## config.mk

```make
export PLATFORM = sky130hd
export DESIGN_NAME = hsc_queue
export DESIGN_NICKNAME = d
export VERILOG_FILES = /design/src/sv/assert_macros.svh /design/src/sv/hsc_pkg.sv /design/src/sv/hsc_queue.sv
export SDC_FILE = /design/constraint.sdc
export NUM_CORES = 1
export LEC_CHECK = 0
export BUFFER_PORTS_ARGS = -buffer_cell sky130_fd_sc_hd__buf_2
export CAP_MARGIN = 20
export CORE_MARGIN = 2
export CORE_UTILIZATION = 50
export CTS_CLUSTER_SIZE = 28
export DETAILED_ROUTE_END_ITERATION = 6
export GPL_ROUTABILITY_DRIVEN = 0
export PLACE_DENSITY = 0.77
export SYNTH_ARGS = -nofsm -noshare
export SYNTH_HDL_FRONTEND = slang
export SYNTH_SLANG_ARGS = --single-unit
```

## constraint.sdc

```tcl
create_clock -name clk -period 5.7 [get_ports clk]
set_input_delay 0.285 -clock clk [delete_from_list [all_inputs] [get_ports clk]]
set_output_delay 0.285 -clock clk [all_outputs]
set_load 0.05 [all_outputs]
```

## src/sv/assert_macros.svh

```systemverilog
// assertion macros used by the hash set back end
// no dependencies
`ifndef ASSERT_MACROS_SVH
`define ASSERT_MACROS_SVH
`ifndef SYNTH
`define HSC_ASSERT(name, clk, rst, prop) \
  name: assert property (@(posedge clk) disable iff (rst) prop) else $error("assertion failed");
`define HSC_ASSERT_ALWAYS(name, clk, prop) \
  name: assert property (@(posedge clk) prop) else $error("assertion failed");
`else
`define HSC_ASSERT(name, clk, rst, prop)
`define HSC_ASSERT_ALWAYS(name, clk, prop)
`endif
`endif

```

## src/sv/hsc_pkg.sv

```systemverilog
// constants and types of the chained hash set
// no dependencies
`default_nettype none
package hsc_pkg;
  localparam int NUM_BUCKETS  = 128;
  localparam int POOL_ENTRIES = 1024;
  localparam int BUCKET_W     = $clog2(NUM_BUCKETS);
  localparam int NODE_W       = $clog2(POOL_ENTRIES);
  localparam int LINK_W       = NODE_W + 1;
  localparam logic [LINK_W-1:0] NIL_LINK = LINK_W'(POOL_ENTRIES);
  localparam int MAX_KEY_BYTES = 11;
  localparam int TAG_W        = 28;
  localparam int Q_DEPTH      = 2;

  localparam logic [1:0] CMD_INS  = 2'd0;
  localparam logic [1:0] CMD_DEL  = 2'd1;
  localparam logic [1:0] CMD_FIND = 2'd2;
  localparam logic [1:0] CMD_NOP  = 2'd3;

  localparam logic [2:0] ST_DONE    = 3'd0;
  localparam logic [2:0] ST_PRESENT = 3'd1;
  localparam logic [2:0] ST_ABSENT  = 3'd2;
  localparam logic [2:0] ST_BAD_LEN = 3'd3;
  localparam logic [2:0] ST_FULL    = 3'd4;

  localparam logic [1:0] CLS_RUN = 2'd0;
  localparam logic [1:0] CLS_BAD = 2'd1;
  localparam logic [1:0] CLS_NOP = 2'd2;

  typedef struct packed {
    logic [1:0]          cls;
    logic [1:0]          cmd;
    logic [63:0]         lo;
    logic [TAG_W-1:0]    tag;
    logic [BUCKET_W-1:0] bucket;
  } job_t;
endpackage
`default_nettype wire

```

## src/sv/hsc_queue.sv

```systemverilog
// short queue of classified commands between front and back
// depends on hsc_pkg
`default_nettype none
module hsc_queue import hsc_pkg::*; (
  input  wire logic clk,
  input  wire logic rst,
  input  wire logic push,
  input  wire job_t push_job,
  output logic      full,
  input  wire logic pop,
  output logic      valid,
  output job_t      head
);
  localparam int PW = $clog2(Q_DEPTH);
  job_t          slots [Q_DEPTH];
  logic [PW-1:0] wr_ptr;
  logic [PW-1:0] rd_ptr;
  logic [PW:0]   count;

  assign full  = count == (PW+1)'(Q_DEPTH);
  assign valid = count != '0;
  assign head  = slots[rd_ptr];

  always_ff @(posedge clk) begin
    if (push && !full) begin
      slots[wr_ptr] <= push_job;
    end
    if (rst) begin
      wr_ptr <= '0;
      rd_ptr <= '0;
      count  <= '0;
    end else begin
      if (push && !full) begin
        wr_ptr <= wr_ptr + 1'b1;
      end
      if (pop && valid) begin
        rd_ptr <= rd_ptr + 1'b1;
      end
      count <= count + (PW+1)'(push && !full) - (PW+1)'(pop && valid);
    end
  end
endmodule
`default_nettype wire

```

==> results_dict.tcl <==
set metrics [dict create \
    clock-sinks 211 \
    place_hpwl_um 8799 \
    antenna_found_initial 0 \
    mostFrequentLayoutCells "211 x buf_2, 206 x edfxtp_1, 103 x mux2_2, 103 x dlygate4sd3_1, 22 x clkbuf_16" \
    grt_overflow 0 \
    irDropWorstVdd_mv 0.4157 \
    synth_warnings 0 \
    netlist_area_um2 7682 \
    cts_max_level 1 \
    layout-drive-gt1-share_pct 50.94 \
    detail_route.wl_per_cell_um 18.57 \
    final_common_cell "buf_2" \
    hold_viol 0 \
    status "finished, final reports clean" \
    power_uw 5361 \
    period_share_pct 51.89 \
    cts.clk_slew.worst_paths_ns 0.06 \
    yosys.area.top_type_share_pct 80.52 \
    min_from "rst" \
    ys_ff_latch 211 \
    r2r_setup_slack_ns 3.07 \
    drv_slew 0 \
    rsz0062_at_grt "false" \
    required_ns 5.41 \
    core_area_um2 15090 \
    io_pins 212 \
    setup_viol 0 \
    synth.area.top_cells "edfxtp_1 81%, mux2_2 15%, dfxtp_1 1.3%" \
    postLayoutCoreUtil_pct 70.37 \
    ys_types 22 \
    clk_latency_ns 0.50 \
    synthCells 347 \
    fin_area_um2 10620 \
    rows 45 \
    ant_nets 0 \
    finClkSkew_ns 0.01882 \
    setup-tns-final_ns 0 \
    synth-seq-area-share_pct 81.82 \
    wl_um 16320 \
    start_util_pct 50.91 \
    period_minus_slack_ns 2.958 \
    hold_depth 2 \
    drt_pre_antenna_iters 4 \
    num_vias 4425 \
    port-buffer-count 211 \
    drv_cap 0 \
    cts.path.max_buffers 3 \
    fmax_ghz 0.3381 \
    hp-class "primary input to register" \
    worst-path-max-fanout 53 \
    route.detailed.drc 0 \
    cts_setup_buffers 0 \
    place_area_um2 8906 \
    grt_max_degree 63 \
    grt_pass1_vias 4812 \
    drt_iter0_markers 317 \
    vias_per_cell 5.034 \
    leakage_uw 0.004039 \
    end_kind "primary output" \
    track_usage_pct 19.58 \
    die_area_um2 16370 \
    root_buffer "clkbuf_16" \
    path_class "register to primary output" \
    die_y_um 128.0 \
    antenna_cells 0 \
    area_growth_pct 38.22 \
    syn_nets 456 \
    worst_slew_pin_slew_ns 0.8730 \
    num-nets-final 786 \
    timing.rr.start "count[0]$_SDFF_PP0_" \
    startpoint_type "register" \
    worstReg2RegEnd "slots[0][94]$_DFFE_PP_" \
    max_slew_margin_pct 41.80 \
    numCtsBuffers 22 \
    cts_tree "built" \
    yosysTopAreaCell "edfxtp_1" \
    grt_pass1_wl_um 24680 \
    crit_arrival_ns 2.67 \
    p_per_area_nw_per_um2 504.9 \
    die_w_um 128.0 \
    avgSynthCellArea_um2 22.14 \
    r2r_cells 5 \
]
## cell usage after synthesis (all sizes together)
cell type / n
edfxtp: 206
mux2: 103
buf: 11
dfxtp: 5
inv: 4
nor2: 3
ha: 2
a21oi: 1
and2: 1
and3: 1
nand2: 1
nand2b: 1
nor2b: 1
nor3: 1
o21a: 1
o21ai: 1
or2: 1
or3: 1
xnor2: 1
xor2: 1
## area by class of cell
class,instances,area [um2]
clock buffer,28,573.1
timing repair buffer,317,2110
sequential,211,6290
fill,949,4471
tap,188,235.2
inverter,4,17.52
multi-input combinational,121,1285
clock inverter,10,108.9
## kinds of logic after synthesis
kind of cell	Yosys count	share of synthesized area [%]
XOR/XNOR	2	0.2281
AND/OR/NAND/NOR	11	0.7819
multiplexers	103	15.10
AO/OA/AOI/OAI	3	0.2279
adder cells (fa/ha/maj)	2	0.3257
buffers and inverters	15	1.515
flip-flops	211	81.82
## repair_timing
action                                 in CTS  in global routing
hold buffers                              103                  0
endpoints found under the hold margin     206                  0
gates resized for setup                     0                  0
## how the worst max path moves through the flow
stage | start | end | slack (ns)
floorplan | count[0]$_SDFF_PP0_ | slots[0][0]$_DFFE_PP_ | 2.17
global placement | count[0]$_SDFF_PP0_ | slots[0][10]$_DFFE_PP_ | 3.18
detailed placement | count[0]$_SDFF_PP0_ | slots[0][15]$_DFFE_PP_ | 3.11
CTS | register | head[94] | 2.71
global route | register | head[23] | 2.59
finish | register | head[5] | 2.74
## registers in the layout, summed over array words and instances (netlist names), named ones only
signal and count:
rd_ptr 1, slots 206, wr_ptr 1, count 2
## through the flow
step           setup slack (ns)  cells  hold WS (ns)
2_1_floorplan             2.168    347        0.3541
6_report                  2.742    879       0.04180
5_1_grt                   2.592    879       0.03686
3_5_place_dp              3.110    738        0.4757
4_1_cts                   2.708    879       0.01245
3_3_place_gp              3.182    738        0.4717
## worst max-delay path, stage by stage (launching register included)
cell and delay, ns:
dfxtp_4 0.79, buf_4 0.68, mux2_2 0.43, buf_2 0.22
## metal layers
metal  share of wire [%]  global-route usage [%]  wire [um]  vias up
met3                 6.6                   4.925       1073       43
li1                    -                       -          -     2028
met4                 2.8                   7.111        463        0
met5                   0                       0          0        -
met2                  52                   34.85       8509      185
met1                  38                   23.11       6272     2169
## power breakdown
group | switching, uW | total, uW | internal, uW
Sequential | 112 | 2090 | 1980
Clock | 549 | 1350 | 802
Combinational | 1370 | 1920 | 544
Power figures use the tool's default switching activity.
