==> src/sv/assert_macros.svh <==
// assertion macros used by the hash set back end
// no dependencies
`ifndef ASSERT_MACROS_SVH
`define ASSERT_MACROS_SVH
`ifndef SYNTH
`define HSC_ASSERT(name, clk, rst, prop) \
  name: assert property (@(posedge clk) disable iff (rst) prop) else $error("assertion failed");
`define HSC_ASSERT_ALWAYS(name, clk, prop) \
  name: assert property (@(posedge clk) prop) else $error("assertion failed");
`else
`define HSC_ASSERT(name, clk, rst, prop)
`define HSC_ASSERT_ALWAYS(name, clk, prop)
`endif
`endif

==> src/sv/hsc_pkg.sv <==
// constants and types of the chained hash set
// no dependencies
`default_nettype none
package hsc_pkg;
  localparam int NUM_BUCKETS  = 128;
  localparam int POOL_ENTRIES = 1024;
  localparam int BUCKET_W     = $clog2(NUM_BUCKETS);
  localparam int NODE_W       = $clog2(POOL_ENTRIES);
  localparam int LINK_W       = NODE_W + 1;
  localparam logic [LINK_W-1:0] NIL_LINK = LINK_W'(POOL_ENTRIES);
  localparam int MAX_KEY_BYTES = 11;
  localparam int TAG_W        = 28;
  localparam int Q_DEPTH      = 2;

  localparam logic [1:0] CMD_INS  = 2'd0;
  localparam logic [1:0] CMD_DEL  = 2'd1;
  localparam logic [1:0] CMD_FIND = 2'd2;
  localparam logic [1:0] CMD_NOP  = 2'd3;

  localparam logic [2:0] ST_DONE    = 3'd0;
  localparam logic [2:0] ST_PRESENT = 3'd1;
  localparam logic [2:0] ST_ABSENT  = 3'd2;
  localparam logic [2:0] ST_BAD_LEN = 3'd3;
  localparam logic [2:0] ST_FULL    = 3'd4;

  localparam logic [1:0] CLS_RUN = 2'd0;
  localparam logic [1:0] CLS_BAD = 2'd1;
  localparam logic [1:0] CLS_NOP = 2'd2;

  typedef struct packed {
    logic [1:0]          cls;
    logic [1:0]          cmd;
    logic [63:0]         lo;
    logic [TAG_W-1:0]    tag;
    logic [BUCKET_W-1:0] bucket;
  } job_t;
endpackage
`default_nettype wire

==> src/sv/hsc_front.sv <==
// front end: masks the key, builds the tag and the bucket, classifies the command
// depends on hsc_pkg
`default_nettype none
module hsc_front import hsc_pkg::*; (
  input  wire logic [1:0]  cmd,
  input  wire logic [63:0] key_low,
  input  wire logic [23:0] key_high,
  input  wire logic [3:0]  key_len,
  output job_t             job
);
  logic [7:0]  bytes [MAX_KEY_BYTES];
  logic [11:0] sum;
  logic [63:0] lo;
  logic [23:0] hi;

  always_comb begin
    for (int i = 0; i < MAX_KEY_BYTES; i++) begin
      if (i < 8) begin
        bytes[i] = (4'(i) < key_len) ? key_low[8*i +: 8] : 8'd0;
      end else begin
        bytes[i] = (4'(i) < key_len) ? key_high[8*(i-8) +: 8] : 8'd0;
      end
    end
    for (int i = 0; i < 8; i++) begin
      lo[8*i +: 8] = bytes[i];
    end
    for (int i = 0; i < 3; i++) begin
      hi[8*i +: 8] = bytes[i+8];
    end
    sum = ((12'(bytes[0]) + 12'(bytes[1])) + (12'(bytes[2]) + 12'(bytes[3])))
        + ((12'(bytes[4]) + 12'(bytes[5])) + (12'(bytes[6]) + 12'(bytes[7])))
        + ((12'(bytes[8]) + 12'(bytes[9])) + 12'(bytes[10]));
    job.cmd    = cmd;
    job.lo     = lo;
    job.tag    = {key_len, hi};
    job.bucket = sum[BUCKET_W-1:0];
    if (cmd != CMD_INS && cmd != CMD_DEL && cmd != CMD_FIND) begin
      job.cls = CLS_NOP;
    end else if (key_len == 4'd0 || key_len > 4'(MAX_KEY_BYTES)) begin
      job.cls = CLS_BAD;
    end else begin
      job.cls = CLS_RUN;
    end
  end
endmodule
`default_nettype wire

==> config.mk <==
export PLATFORM = sky130hd
export DESIGN_NAME = hsc_front
export DESIGN_NICKNAME = d
export VERILOG_FILES = /design/src/sv/assert_macros.svh /design/src/sv/hsc_pkg.sv /design/src/sv/hsc_front.sv
export SDC_FILE = /design/constraint.sdc
export NUM_CORES = 1
export LEC_CHECK = 0
export BUFFER_PORTS_ARGS = -buffer_cell sky130_fd_sc_hd__buf_2
export CORE_MARGIN = 4
export CORE_UTILIZATION = 37
export DETAILED_ROUTE_END_ITERATION = 16
export PLACE_DENSITY = 0.9
export SLEW_MARGIN = 20
export SYNTH_ARGS = -nofsm -noshare
export SYNTH_HDL_FRONTEND = slang
export SYNTH_SLANG_ARGS = --single-unit
==> constraint.sdc <==
create_clock -name vclk -period 8.6
set_input_delay 1.72 -clock vclk [all_inputs]
set_output_delay 1.72 -clock vclk [all_outputs]
set_load 0.005 [all_outputs]
==> reports/results.tsv <==
stage	metric	value	unit
outcome	status	complete, no violations	
sta	slew_violations	0	
setup_path	worstSetupPathType	in2out	
setup_path	crit_path_end_kind	output port	
floorplan	coreArea	0.00610	mm2
finish	clock_buffers	0	
routing	wl_per_cell	15.5	um
routing	route.detailed.drc	0	
finish	seq_cell_count	0	
finish	final_cells	578	
setup_path	cp_max_fo	12	
placed_design	port_buffers	197	
logic_synthesis	yosysSeqAreaShare	0	
grt	grt_overflow	0	
setup_path	crit_path_cell_trace	buf_2, or3_1, buf_6, buf_12, and2_1, fa_1, inv_1, fa_1, fa_1, fa_1, inv_1, fa_1, ha_1, inv_2, fa_2, inv_1, a21o_1, a21oi_2, xnor3_1, xnor3_1, buf_2	
routing	via_per_inst	4.62	
floorplan	rows	28	
finish	num_antenna_cells	0	
setup_path	max_stage_delay	550	ps
setup_path	crit_slowest_cell	fa_1	
grt	antenna_found_initial	0	
logic_synthesis	yosys.area.top_type	fa_1	
power	finalPower	0.968	mW
sta	slew_headroom	0.801	
sta	final.period_utilization	0.968	
grt	grtUsageTotal	0.221	
power	vdd_drop_max	272	uV
routing	dr.pass1.iters	4	
clock_tree	cts.hold.buffers_added	0	
finish	nFillCells	559	
floorplan	initial_core_util	0.390	
logic_synthesis	synth-warning-count	0	
placed_design	routabilityCongestion	0.846	
finish	final_nets	656	
sta	grt_setup_unrepaired	false	
power	seq_power_share	0	
routing	dr.first_iter.drc_count	54	
routing	num_vias	2671	
logic_synthesis	syn-cell-area	0.00238	mm2
grt	grt_first_pass_wirelength	13300	um
logic_synthesis	netlist_top_cells_area	fa_1, and2_1, inv_1	
placed_design	hpwl	8030	um
logic_synthesis	synth.top_cell.area_share	0.404	
sta	hold_viol_final	0	
setup_path	cp.arrival	6600	ps
power	pwr-share-comb	1.000	
routing	drtAntennaViolNets	0	
setup_path	worstSetupStartpointType	primary input	
floorplan	die_area	0.00778	mm2
worst_hold_path	min_path_cells	2	
worst_hold_path	hold_class	in2out	
sta	fmax	0.120	GHz
power	p_per_area	257	mW/mm2
routing	wirelength	8980	um
floorplan	die_w	88.2	um
sta	fin_crit	8320	ps
logic_synthesis	syn_avg_cell_area	8.50	um2
power	pwr-share-clk	0	
sta	worstMarginPinSlew	298	ps
logic_synthesis	synth_cell_types	31	
setup_path	cp_common_cell	fa_1	
floorplan	pin_count	197	
floorplan	dieHeight	88.2	um
power	netSwitchingFraction	0.481	
finish	drive_gt1_frac	0.511	
placed_design	dp_cells	573	
logic_synthesis	synth_fp_nets	431	
run	max-cap-violations	0	
power	intPower	0.502	mW
finish	final_area	0.00376	mm2
logic_synthesis	synthCells	280	
grt	grt_max_degree	13	
finish	seq_area	0	um2
sta	finalSetupViolations	0	
setup_path	critPathRequiredTime	6880	ps
finish	area_growth	58.1	%
placed_design	placed_area	0.00365	mm2
grt	first_global_vias	2785	
power	p_switching	0.466	mW
power	p_leak	2.23	nW
-- per-stage QoR --
step | utilization | setup TNS (ps) | worst slack [ps] | hold slack [ps]
finish | 0.617 | 0 | 279 | 3620
detailed placement | 0.598 | -322 | -322 | 3620
CTS | 0.602 | 0 | 6.27 | 3620
global route | 0.617 | 0 | 101 | 3630
global placement | 0.598 | -170 | -170 | 3620
floorplan | - | 0 | 41.5 | 3520
-- Yosys cell counts, types with 2 or more instances --
library cell	n
nor2_1	4
nand2_1	15
mux2i_1	2
nor2b_1	32
xor2_1	4
and2_1	46
o21a_1	2
inv_1	68
a21oi_1	6
buf_6	2
fa_1	48
ha_1	9
nand2b_1	2
a21o_1	2
xnor3_1	3
clkbuf_1	4
xnor2_1	12
buf_4	6
-- worst max-delay path, delay by kind of cell --
family,cells,cell delay [ps]
AO/OA/AOI/OAI,2,290
XOR/XNOR,2,420
AND/OR/NAND/NOR,2,590
adder cells (fa/ha/maj),7,2700
buffers and inverters,8,880
-- path summary, 6_finish.rpt --
| check | endpoint | slack, ps | from |
|---|---|---|---|
| min | job[100] | 3620 | cmd[1] |
| max | job[6] | 280 | key_len[3] |
-- power by group through the flow --
stage | combinational (mW) | sequential, mW | clock (mW)
5_1_grt | 1.10 | 0 | 0
2_1_floorplan | 0.614 | 0 | 0
3_5_place_dp | 0.963 | 0 | 0
4_1_cts | 0.985 | 0 | 0
3_3_place_gp | 0.928 | 0 | 0
6_report | 0.968 | 0 | 0
-- placed cells by master, fill, tap and decap left out, types with 2 or more instances in the layout --
cell type,instances
buf_2,197
inv_1,65
fa_1,46
and2_1,44
buf_4,35
nor2b_1,31
nand2_1,15
xnor2_1,12
ha_1,8
xor2_1,4
inv_2,3
a21oi_1,3
xnor3_1,3
o21a_4,2
and2_4,2
nor2_2,2
a21oi_2,2
a21o_1,2
mux2i_1,2
nor2_1,2
fa_2,2
buf_6,2
-- final cells by class --
type / instances / area (um2) / area share
repair buffers: 235 / 1290 / 0.343
multi-input cells: 200 / 2120 / 0.564
well taps: 75 / 93.8 / 0.0249
inverters: 68 / 255 / 0.0678
-- what timing repair did --
item	CTS	global route
setup endpoints to repair	1	1
pin swaps	2	11
gates resized for setup	6	17
buffers inserted	0	5
-- layer usage --
metal	track usage	vias up	wire, um
met5	0	-	0
met1	0.252	1267	3200
met4	0.0371	0	196
li1	-	1264	-
met3	0.0207	17	667
met2	0.443	123	4920
-- kinds of logic after synthesis --
kind of cell | Yosys count | synth area share
multiplexers | 3 | 0.0179
XOR/XNOR | 19 | 0.0873
buffers and inverters | 80 | 0.142
AO/OA/AOI/OAI | 15 | 0.0415
AND/OR/NAND/NOR | 106 | 0.260
adder cells (fa/ha/maj) | 57 | 0.451
(Power assumes the default switching activity.)
